$ cat src/rtl/gda_pkg.sv
// Package for the Gregorian date arithmetic core: word types, constants, tables.
// No dependencies.
`default_nettype none
package gda_pkg;
  localparam int unsigned OffsetBitsDef = 16;
  localparam int unsigned MaxEpoch      = 3652059;

  localparam logic [1:0] StOk      = 2'd0;
  localparam logic [1:0] StUnset   = 2'd1;
  localparam logic [1:0] StBad     = 2'd2;
  localparam logic [1:0] StRange   = 2'd3;

  typedef struct packed {
    logic [4:0]  day;
    logic [3:0]  month;
    logic [13:0] year;
  } gda_date_t;

  typedef struct packed {
    logic [4:0]  new_day;
    logic [3:0]  new_month;
    logic [13:0] new_year;
    logic [21:0] epoch_days;
    logic [8:0]  day_of_year;
    logic [8:0]  days_to_year_end;
    logic [2:0]  weekday;
    logic [1:0]  status;
  } gda_out_t;

  typedef enum logic [3:0] {
    S_IDLE, S_CHECK, S_YEARS, S_ORD, S_SHIFT, S_WALK_Y, S_WALK_M, S_WKDAY, S_DONE
  } gda_state_e;

  // century test via y/25 by reciprocal multiply, exact for y < 16384
  function automatic logic is_leap(input logic [13:0] y);
    logic [28:0] prod;
    logic [9:0]  q25;
    logic        by25;
    prod = 29'(y) * 29'd20972;
    q25  = prod[28:19];
    by25 = (({4'b0000, q25} * 14'd25) == y);
    return (y[1:0] == 2'b00) && (!by25 || (y[3:0] == 4'b0000));
  endfunction

  // 8 = 1 mod 7: fold octal digits, then one compare/subtract
  function automatic logic [2:0] mod7(input logic [8:0] v);
    logic [4:0] s1;
    logic [3:0] s2;
    s1 = 5'(v[8:6]) + 5'(v[5:3]) + 5'(v[2:0]);
    s2 = 4'(s1[4:3]) + 4'(s1[2:0]);
    return (s2 >= 4'd7) ? 3'(s2 - 4'd7) : s2[2:0];
  endfunction

  function automatic logic [8:0] cum_days(input logic [3:0] m);
    unique case (m)
      4'd1: return 9'd0;    4'd2: return 9'd31;   4'd3: return 9'd59;
      4'd4: return 9'd90;   4'd5: return 9'd120;  4'd6: return 9'd151;
      4'd7: return 9'd181;  4'd8: return 9'd212;  4'd9: return 9'd243;
      4'd10: return 9'd273; 4'd11: return 9'd304; 4'd12: return 9'd334;
      default: return 9'd0;
    endcase
  endfunction

  function automatic logic [4:0] month_len(input logic [3:0] m, input logic leap);
    unique case (m)
      4'd2: return leap ? 5'd29 : 5'd28;
      4'd4, 4'd6, 4'd9, 4'd11: return 5'd30;
      default: return 5'd31;
    endcase
  endfunction
endpackage
`default_nettype wire

$ cat src/rtl/gregorian_date_arithmetic_core.sv
// Top level of the Gregorian date arithmetic core: sequencer and shared adder.
// Depends on gda_pkg.
//
//  channel | dir | handshake            | word
//  in      | in  | in_valid_i/in_stall_o | gda_date_t + offset_days_i
//  out     | out | out_valid_o/out_stall_i | gda_out_t
//
// A word first counts years up to Y, the input year, then walks the shifted
// year N and month M. Unset or malformed dates go from S_CHECK straight to
// S_DONE, a shift out of range from S_SHIFT. The per-year loops through the shared
// add/compare unit set the duration.
// Reset clears the sequencer and the output valid. A stalled output holds
// the result; the next word is computed meanwhile and waits in S_DONE.
`default_nettype none
module gregorian_date_arithmetic_core
  import gda_pkg::*;
#(
  parameter int unsigned OFFSET_BITS = OffsetBitsDef
) (
  input  wire logic                   clk_i,
  input  wire logic                   rst_ni,
  input  wire logic                   in_valid_i,
  output logic                        in_stall_o,
  input  wire gda_date_t              in_date_i,
  input  wire logic [OFFSET_BITS-1:0] offset_days_i,
  output logic                        out_valid_o,
  input  wire logic                   out_stall_i,
  output gda_out_t                    out_word_o
);
  localparam int unsigned TW = ((OFFSET_BITS > 22) ? OFFSET_BITS : 22) + 2;

  gda_state_e  state_q, state_d;
  gda_date_t   din_q;
  logic signed [TW-1:0] off_q;
  logic [13:0] yc_q, yc_d;
  logic [21:0] acc_q, acc_d;
  logic signed [TW-1:0] t_q, t_d;
  logic [3:0]  mc_q, mc_d;
  logic [2:0]  wk_q, wk_d;
  logic [1:0]  st_q, st_d;
  logic [8:0]  ord_q, ord_d;
  logic        out_valid_q;
  gda_out_t    out_q;
  logic        done_fire;

  logic        leap_in, leap_yc;
  logic [8:0]  ylen;
  logic [4:0]  mlen;
  assign leap_in = is_leap(din_q.year);
  assign leap_yc = is_leap(yc_q);
  assign ylen    = leap_yc ? 9'd366 : 9'd365;
  assign mlen    = month_len(mc_q, leap_yc);
  assign done_fire = (state_q == S_DONE) && !(out_valid_q && out_stall_i);

  // weekday: count year-start weekday forward; 0001-01-01 is Monday (2)
  logic [2:0] wk_step;
  always_comb begin
    wk_step = leap_yc ? 3'd2 : 3'd1;
  end

  always_ff @(posedge clk_i or negedge rst_ni) begin
    if (!rst_ni) begin
      state_q     <= S_IDLE;
      out_valid_q <= 1'b0;
    end else begin
      state_q <= state_d;
      if (done_fire) out_valid_q <= 1'b1;
      else if (!out_stall_i) out_valid_q <= 1'b0;
    end
  end

  always_ff @(posedge clk_i) begin
    if (state_q == S_IDLE && in_valid_i && !in_stall_o) begin
      din_q <= in_date_i;
      off_q <= TW'($signed(offset_days_i));
    end
    yc_q  <= yc_d;
    acc_q <= acc_d;
    t_q   <= t_d;
    mc_q  <= mc_d;
    wk_q  <= wk_d;
    st_q  <= st_d;
    ord_q <= ord_d;
    if (done_fire) begin
      out_q.epoch_days       <= (st_q == StUnset || st_q == StBad) ? '0 : acc_q;
      out_q.day_of_year      <= (st_q == StUnset || st_q == StBad) ? '0 : ord_q;
      out_q.days_to_year_end <= (st_q == StUnset || st_q == StBad) ? '0 :
                                ((leap_in ? 9'd366 : 9'd365) - ord_q);
      out_q.weekday          <= (st_q == StUnset || st_q == StBad) ? '0 : wk_q;
      out_q.status           <= st_q;
      out_q.new_day          <= (st_q == StOk) ? 5'(t_q + 1) : '0;
      out_q.new_month        <= (st_q == StOk) ? mc_q : '0;
      out_q.new_year         <= (st_q == StOk) ? yc_q : '0;
    end
  end

  assign in_stall_o  = (state_q != S_IDLE);
  assign out_valid_o = out_valid_q;
  assign out_word_o  = out_q;

  always_comb begin
    state_d = state_q;
    unique case (state_q)
      S_IDLE:   if (in_valid_i && !in_stall_o) state_d = S_CHECK;
      S_CHECK:  state_d = (din_q == '0 || st_d == StBad) ? S_DONE : S_YEARS;
      S_YEARS:  if (yc_q == din_q.year) state_d = S_ORD;
      S_ORD:    state_d = S_SHIFT;
      S_SHIFT:  state_d = (st_d == StRange) ? S_DONE : S_WALK_Y;
      S_WALK_Y: if ($unsigned(t_q) < TW'(ylen)) state_d = S_WALK_M;
      S_WALK_M: if (mc_q == 4'd12 || $unsigned(t_q) < TW'(mlen)) state_d = S_DONE;
      S_DONE:   if (done_fire) state_d = S_IDLE;
      default:  state_d = S_IDLE;
    endcase
  end

  always_comb begin
    yc_d = yc_q; acc_d = acc_q; t_d = t_q; mc_d = mc_q;
    wk_d = wk_q; st_d = st_q; ord_d = ord_q;
    unique case (state_q)
      S_CHECK: begin
        yc_d = 14'd1; acc_d = '0; wk_d = 3'd2; st_d = StOk;
        if (din_q == '0) st_d = StUnset;
        else if (din_q.month < 4'd1 || din_q.month > 4'd12 || din_q.year < 14'd1 ||
                 din_q.year > 14'd9999 || din_q.day < 5'd1 ||
                 din_q.day > month_len(din_q.month, leap_in)) st_d = StBad;
      end
      S_YEARS: if (yc_q != din_q.year) begin
        acc_d = acc_q + 22'(ylen);
        yc_d  = yc_q + 14'd1;
        wk_d  = ({1'b0, wk_q} + {1'b0, wk_step} >= 4'd7) ?
                3'({1'b0, wk_q} + {1'b0, wk_step} - 4'd7) : (wk_q + wk_step);
      end
      S_ORD: begin
        ord_d = 9'(din_q.day) + cum_days(din_q.month) +
                9'((din_q.month > 4'd2 && leap_in) ? 1 : 0);
        acc_d = acc_q + 22'(ord_d);
        wk_d  = mod7(9'(wk_q) + ord_d + 9'd6);
      end
      S_SHIFT: begin
        t_d  = $signed({1'b0, acc_q}) + off_q - TW'(1);
        yc_d = 14'd1; mc_d = 4'd1;
        if (t_d < 0 || t_d > TW'(MaxEpoch - 1)) st_d = StRange;
      end
      S_WALK_Y: if ($unsigned(t_q) >= TW'(ylen)) begin
        t_d = t_q - TW'(ylen); yc_d = yc_q + 14'd1;
      end
      S_WALK_M: if (!(mc_q == 4'd12 || $unsigned(t_q) < TW'(mlen))) begin
        t_d = t_q - TW'(mlen); mc_d = mc_q + 4'd1;
      end
      default: ;
    endcase
  end

`ifndef ASSERT_OFF
  a_busy_stall: assert property (@(posedge clk_i) disable iff (!rst_ni)
    (state_q != S_IDLE) |-> in_stall_o) else $error("accepted while busy");
  a_out_hold: assert property (@(posedge clk_i) disable iff (!rst_ni)
    (out_valid_o && out_stall_i) |=> (out_valid_o && $stable(out_word_o)))
    else $error("result changed while stalled");
  a_done_valid: assert property (@(posedge clk_i) disable iff (!rst_ni)
    (state_q == S_DONE) |=> out_valid_o) else $error("result lost");
`endif
endmodule
`default_nettype wire
$ cat config.mk
export PLATFORM = sky130hd
export DESIGN_NAME = gregorian_date_arithmetic_core
export DESIGN_NICKNAME = d
export VERILOG_FILES = /design/src/rtl/gda_pkg.sv /design/src/rtl/gregorian_date_arithmetic_core.sv
export SDC_FILE = /design/constraint.sdc
export NUM_CORES = 1
export LEC_CHECK = 0
export BUFFER_PORTS_ARGS = -buffer_cell sky130_fd_sc_hd__buf_4
export CELL_PAD_IN_SITES_DETAIL_PLACEMENT = 1
export CELL_PAD_IN_SITES_GLOBAL_PLACEMENT = 1
export CORE_MARGIN = 1
export CORE_UTILIZATION = 46
export CTS_CLUSTER_SIZE = 12
export DETAILED_ROUTE_END_ITERATION = 16
export HOLD_SLACK_MARGIN = 0.12
export MAX_ROUTING_LAYER = met4
export PLACE_DENSITY_LB_ADDON = 0.1
export SYNTH_ARGS = -nofsm -noshare
export SYNTH_HDL_FRONTEND = slang
export SYNTH_SLANG_ARGS = --single-unit
$ cat constraint.sdc
create_clock -name clk_i -period 15.3 [get_ports clk_i]
set_input_delay 3.06 -clock clk_i [delete_from_list [all_inputs] [get_ports clk_i]]
set_output_delay 3.06 -clock clk_i [all_outputs]
set_load 0.02 [all_outputs]
==> reports/qor.yml, run 1 <==
status:
  outcome: "finished, final reports clean"
die:
  die_width_microns: 217.4
  fp.dieH_microns: 217.4
  row_count: 78
  design.die.area_sq_mm: 0.04726
  core-area_sq_mm: 0.04558
  boundaryPins: 113
  start_util: 0.4682
detailed_routing:
  dr.pass1.iters: 5
  via_per_inst: 5.454
  vias: 15810
  wl_per_cell_microns: 20.04
  initialDrtViolationCount: 850
  detail-route-antenna-nets: 0
  drc: 0
  routed_wl_mm: 58.08
run:
  max_cap_violations: 0
worst_setup_path:
  cp.required_ns: 15.54
  rr_startpoint: "din_q[10]"
  cp_max_fo: 7
  reg2reg_depth: 57
  crit_type: "flop to flop"
  max_stage_delay_ns: 0.56
  startpoint_type: "flop"
  cp.arrival_ns: 14.76
  crit_slowest_cell: "fa_1"
  r2r-end: "wk_q[1]"
  r2r_setup_slack_ns: 0.78
  crit_top_cell: "fa_1"
  endpoint_kind: "flop"
cells_and_area:
  drive_gt1_frac: 0.09178
  finalCoreUtilization: 0.5200
  mostFrequentLayoutCells: "inv_1, ha_1, edfxtp_1, fa_1, buf_4"
  nets: 2852
  fill_cells: 5112
  syn2layout_area_growth_pct: 11.05
  multi_input_area_sq_mm: 0.01391
  antenna_cells: 0
  design_area_sq_mm: 0.02370
  final_cells: 2899
  final_common_cell: "inv_1"
  seqCellArea_sq_mm: 0.005841
timing:
  fmax_mhz: 68.86
  setup-violations-final: 0
  hold_viol_final: 0
  finalMaxSlewViolations: 0
  fin_crit_sh: 0.9492
  finalCriticalPeriod_ns: 14.52
  worst_pin_slew_ns: 1.222
  timing.hold.ws_ns: 0.5251
  worst_clock_skew_ns: 0.01587
  relSlewSlack: 0.1622
global_route:
  globalRouteOverflowTotal: 0
  grt_max_degree: 69
  grt.total_usage: 0.2635
  antenna_found_initial: 0
  first_global_vias: 16740
  grt_pass1_wl_mm: 92.67
synthesis:
  syn-num-nets: 2725
  async_flop_share: 0.02513
  synth_edf_count: 183
  ys_types: 78
  syn-instance-count: 2160
  syn-cell-area_sq_mm: 0.02134
  avgSynthCellArea_sq_um: 9.880
  yosys_warnings: 0
  ys.flop_type: "edfxtp_1"
  ys_ff_latch: 199
  yosysSeqAreaShare: 0.2737
cts:
  root_buffer: "clkbuf_16"
  cts_max_path_buffers: 2
  clk_pin_slew_ns: 0.08
  cts.sinks: 199
  ctsHtreeMaxLevel: 4
  numCtsBuffers: 17
  insertion_delay_ns: 0.50
  cts.hold.buffers_added: 0
  cts_tree: "done"
placement:
  place_area_sq_mm: 0.02289
  place_congestion: 0.8735
  portBuffers: 112
  dp_cells: 2844
  hpwl_mm: 47.31
worst_hold_path:
  hp-start: "st_q[0]"
  hp-class: "flop to flop"
  holdPathStages: 0
  min_to: "out_word_o[0]"
layout make-up:
type,instances,area share
well taps,600,0.03168
multi-input cells,1527,0.5868
flip-flops and latches,199,0.2464
repair buffers,149,0.04720
clock buffers,17,0.01795
clock inverters,14,0.007655
inverters,393,0.06225
through the flow:
step	setup slack, ns	setup TNS (ns)
3_3_place_gp	0.8639	0
3_5_place_dp	0.2818	0
6_report	0.7773	0
5_1_grt	-0.0001439	-0.0001439
4_1_cts	0.2636	0
2_1_floorplan	1.606	0
synthesized netlist by cell type, types with 15 or more instances:
library cell  number  area, sq um
nor3_1            31        155.2
xor2_1            41        359.1
or3_1             15        93.84
nor2b_1           30        187.7
xnor2_1          108        945.9
nand3_1           40        200.2
a21o_1            31        232.7
ha_1             371         4642
edfxtp_1         183         5495
o21ai_0           66        330.3
fa_1             151         3023
nand4_1           15        93.84
nand2_1          113        424.2
clkbuf_1          34        127.6
inv_1            391         1468
a21oi_1           91        455.4
nor2_1           142        533.0
and2_1            35        219.0
o211ai_1          15        112.6
routing by layer:
metal / global-route usage / part of all wire
met5: - / 0
met4: 0.07653 / 0.024
met3: 0.03354 / 0.027
met2: 0.4149 / 0.47
met1: 0.3551 / 0.48
worst max path at each step:
stage | cells after the start | startpoint | slack [ns] | endpoint
floorplan | 57 | din_q[10] | 1.61 | wk_q[1]
global placement | 59 | din_q[6] | 0.86 | wk_q[1]
detailed placement | 58 | din_q[10] | 0.28 | wk_q[1]
CTS | 58 | din_q[10] | 0.26 | wk_q[1]
global route | 59 | din_q[5] | -0.0001 | wk_q[1]
finish | 57 | din_q[10] | 0.78 | wk_q[1]
registers in the layout, summed over array words and instances (netlist names), named ones only:
register,count
din_q,23
mc_q,4
out_word_o,68
out_valid_o,1
ord_q,9
st_q,2
yc_q,14
acc_q,22
t_q,24
state_q,4
wk_q,3
off_q,16
critical path, delay by kind of cell, from the launching register on:
kind	cells	cell delay (ns)
xor gates and xnor gates	4	0.70
DFF	1	0.53
muxes	2	0.36
adders and majority gates	21	8.02
AOI/OAI and AO/OA	13	2.60
and+or+nand+nor	8	1.51
buffers and inverters	9	0.52
logic make-up (layout without fill, tap and decap cells):
family                     Yosys count  in the layout  synth area share
muxes                               12             12          0.005804
adders and majority gates          523            523            0.3596
and+or+nand+nor                    496            496            0.1142
AOI/OAI and AO/OA                  345            345            0.1070
DFF                                199            199            0.2737
buffers and inverters              434            573           0.07669
xor gates and xnor gates           151            151           0.06297
timing repair:
action	in CTS	in global routing
buffers inserted	0	24
resized for setup	0	6
endpoints found under the hold margin	0	0
setup endpoints to repair	0	3
Power of run 1 is not shown: default switching activity piles up to over one toggle a cycle in this logic, so the estimate is an artifact.
==> run 2: changes to the inputs <==
Settings changed: MAX_ROUTING_LAYER met4 to default, SLEW_MARGIN from default to 40.
==> run 2 against run 1 <==
Against the previous run:
- utilization rose by 0.28 points
- first-iteration DRC count fell by 16%
- cell area rose by 0.53%
- non-clock buffer count rose by 16
- sequential share of layout area fell by 0.13 points
- critical path depth rose by 1
- worst hold slack improved by 0.0064 ns
- clock skew barely moved
- worst setup slack got worse by 0.043 ns
==> reports/qor.yml, run 2 (synthesis gave the netlist of run 1 again) <==
placement:
  portBuffers: 112
  place_congestion: 0.8816
  dp_cells: 2846
  hpwl_mm: 47.13
  place_area_sq_mm: 0.02291
cells_and_area:
  mostFrequentLayoutCells: "inv_1, ha_1, edfxtp_1, buf_4, fa_1"
  final_cells: 2917
  drive_gt1_frac: 0.09888
  largest_reg_flops: 68
  syn2layout_area_growth_pct: 11.64
  final_common_cell: "inv_1"
  design_area_sq_mm: 0.02383
  nets: 2868
detailed_routing:
  routed_wl_mm: 59.10
  wl_per_cell_microns: 20.26
  via_per_inst: 5.519
  vias: 16100
  dr.pass1.iters: 7
  drc: 0
  detail-route-antenna-nets: 0
  initialDrtViolationCount: 718
timing:
  fmax_mhz: 68.65
  worst_pin_slew_ns: 0.8326
  timing.hold.ws_ns: 0.5316
  worst_clock_skew_ns: 0.01539
  hold_viol_final: 0
  relSlewSlack: 0.4449
  finalMaxSlewViolations: 0
  fin_crit_sh: 0.9520
  finalCriticalPeriod_ns: 14.57
  setup-violations-final: 0
worst_setup_path:
  crit_slowest_cell: "fa_1"
  max_stage_delay_ns: 0.56
  cp.arrival_ns: 14.80
  crit_top_cell: "fa_1"
  r2r_setup_slack_ns: 0.73
  cp_max_fo: 6
  cp.required_ns: 15.54
  crit_type: "flop to flop"
  startpoint_type: "flop"
  endpoint_kind: "flop"
die:
  boundaryPins: 113
  fp.dieH_microns: 217.4
  die_width_microns: 217.4
  row_count: 78
  design.die.area_sq_mm: 0.04726
  start_util: 0.4682
  core-area_sq_mm: 0.04558
worst_hold_path:
  hp-class: "flop to flop"
global_route:
  antenna_found_initial: 1
  grt_max_degree: 69
  grt.total_usage: 0.2579
  first_global_vias: 17290
  grt_pass1_wl_mm: 93.87
  globalRouteOverflowTotal: 0
cts:
  cts_tree: "done"
  ctsHtreeMaxLevel: 4
  root_buffer: "clkbuf_16"
  cts.hold.buffers_added: 0
  clk_pin_slew_ns: 0.08
  numCtsBuffers: 17
  insertion_delay_ns: 0.49
  cts_max_path_buffers: 2
  cts.sinks: 199
run:
  max_cap_violations: 0
status:
  outcome: "finished, final reports clean"
==> run 2: per-stage QoR <==
step / setup TNS [ns] / setup WS [ns] / utilization
6_report: 0 / 0.7339 / 0.5228
4_1_cts: 0 / 0.2918 / 0.5155
2_1_floorplan: 0 / 1.606 / -
3_3_place_gp: 0 / 0.8779 / 0.5025
3_5_place_dp: 0 / 0.3161 / 0.5027
5_1_grt: -0.03283 / -0.03283 / 0.5228
==> run 2: cell type report <==
cell class | instances | area, sq um
Clock buffer | 20 | 446.7
Inverter | 393 | 1475
Clock inverter | 12 | 140.1
Antenna cell | 1 | 2.502
Timing Repair Buffer | 165 | 1255
Fill cell | 5078 | 21750
Multi-Input combinational cell | 1527 | 13910
Sequential cell | 199 | 5841
Tap cell | 600 | 750.7
==> run 2: path summary, 6_finish.rpt <==
path	startpoint	end	cells after the start
max	din_q[7]	wk_q[1]	58
min	st_q[0]	out_word_o[0]	0
max reg2reg	din_q[7]	wk_q[1]	58
min reg2reg	st_q[0]	out_word_o[0]	0
max in group asynchronous	rst_ni	state_q[1]	1
min in group asynchronous	rst_ni	out_valid_o	1
==> run 2: what timing repair did <==
| item | 4_1_cts | 5_1_grt |
|---|---|---|
| endpoints found under the setup margin | 0 | 3 |
| resized for setup | 0 | 6 |
| endpoints found under the hold margin | 0 | 0 |
| buffers inserted | 0 | 38 |
==> run 2: layer usage <==
| layer | wire length [microns] | vias up | track usage |
|---|---|---|---|
| met3 | 1785 | 64 | 0.03480 |
| met4 | 1259 | 0 | 0.07840 |
| li1 | - | 7636 | - |
| met2 | 28460 | 274 | 0.4248 |
| met1 | 27600 | 8126 | 0.3514 |
| met5 | 0 | - | 0 |
==> run 2: critical path: cells and delay by family (launching register included) <==
family | cells | cell delay (ns)
AO/OA/AOI/OAI | 14 | 2.63
XOR/XNOR | 4 | 0.73
adder cells (fa/ha/maj) | 21 | 7.88
buffers and inverters | 10 | 0.74
flip-flops | 1 | 0.55
multiplexers | 2 | 0.39
AND/OR/NAND/NOR | 7 | 1.39
Power of run 2 is left out for the same reason.
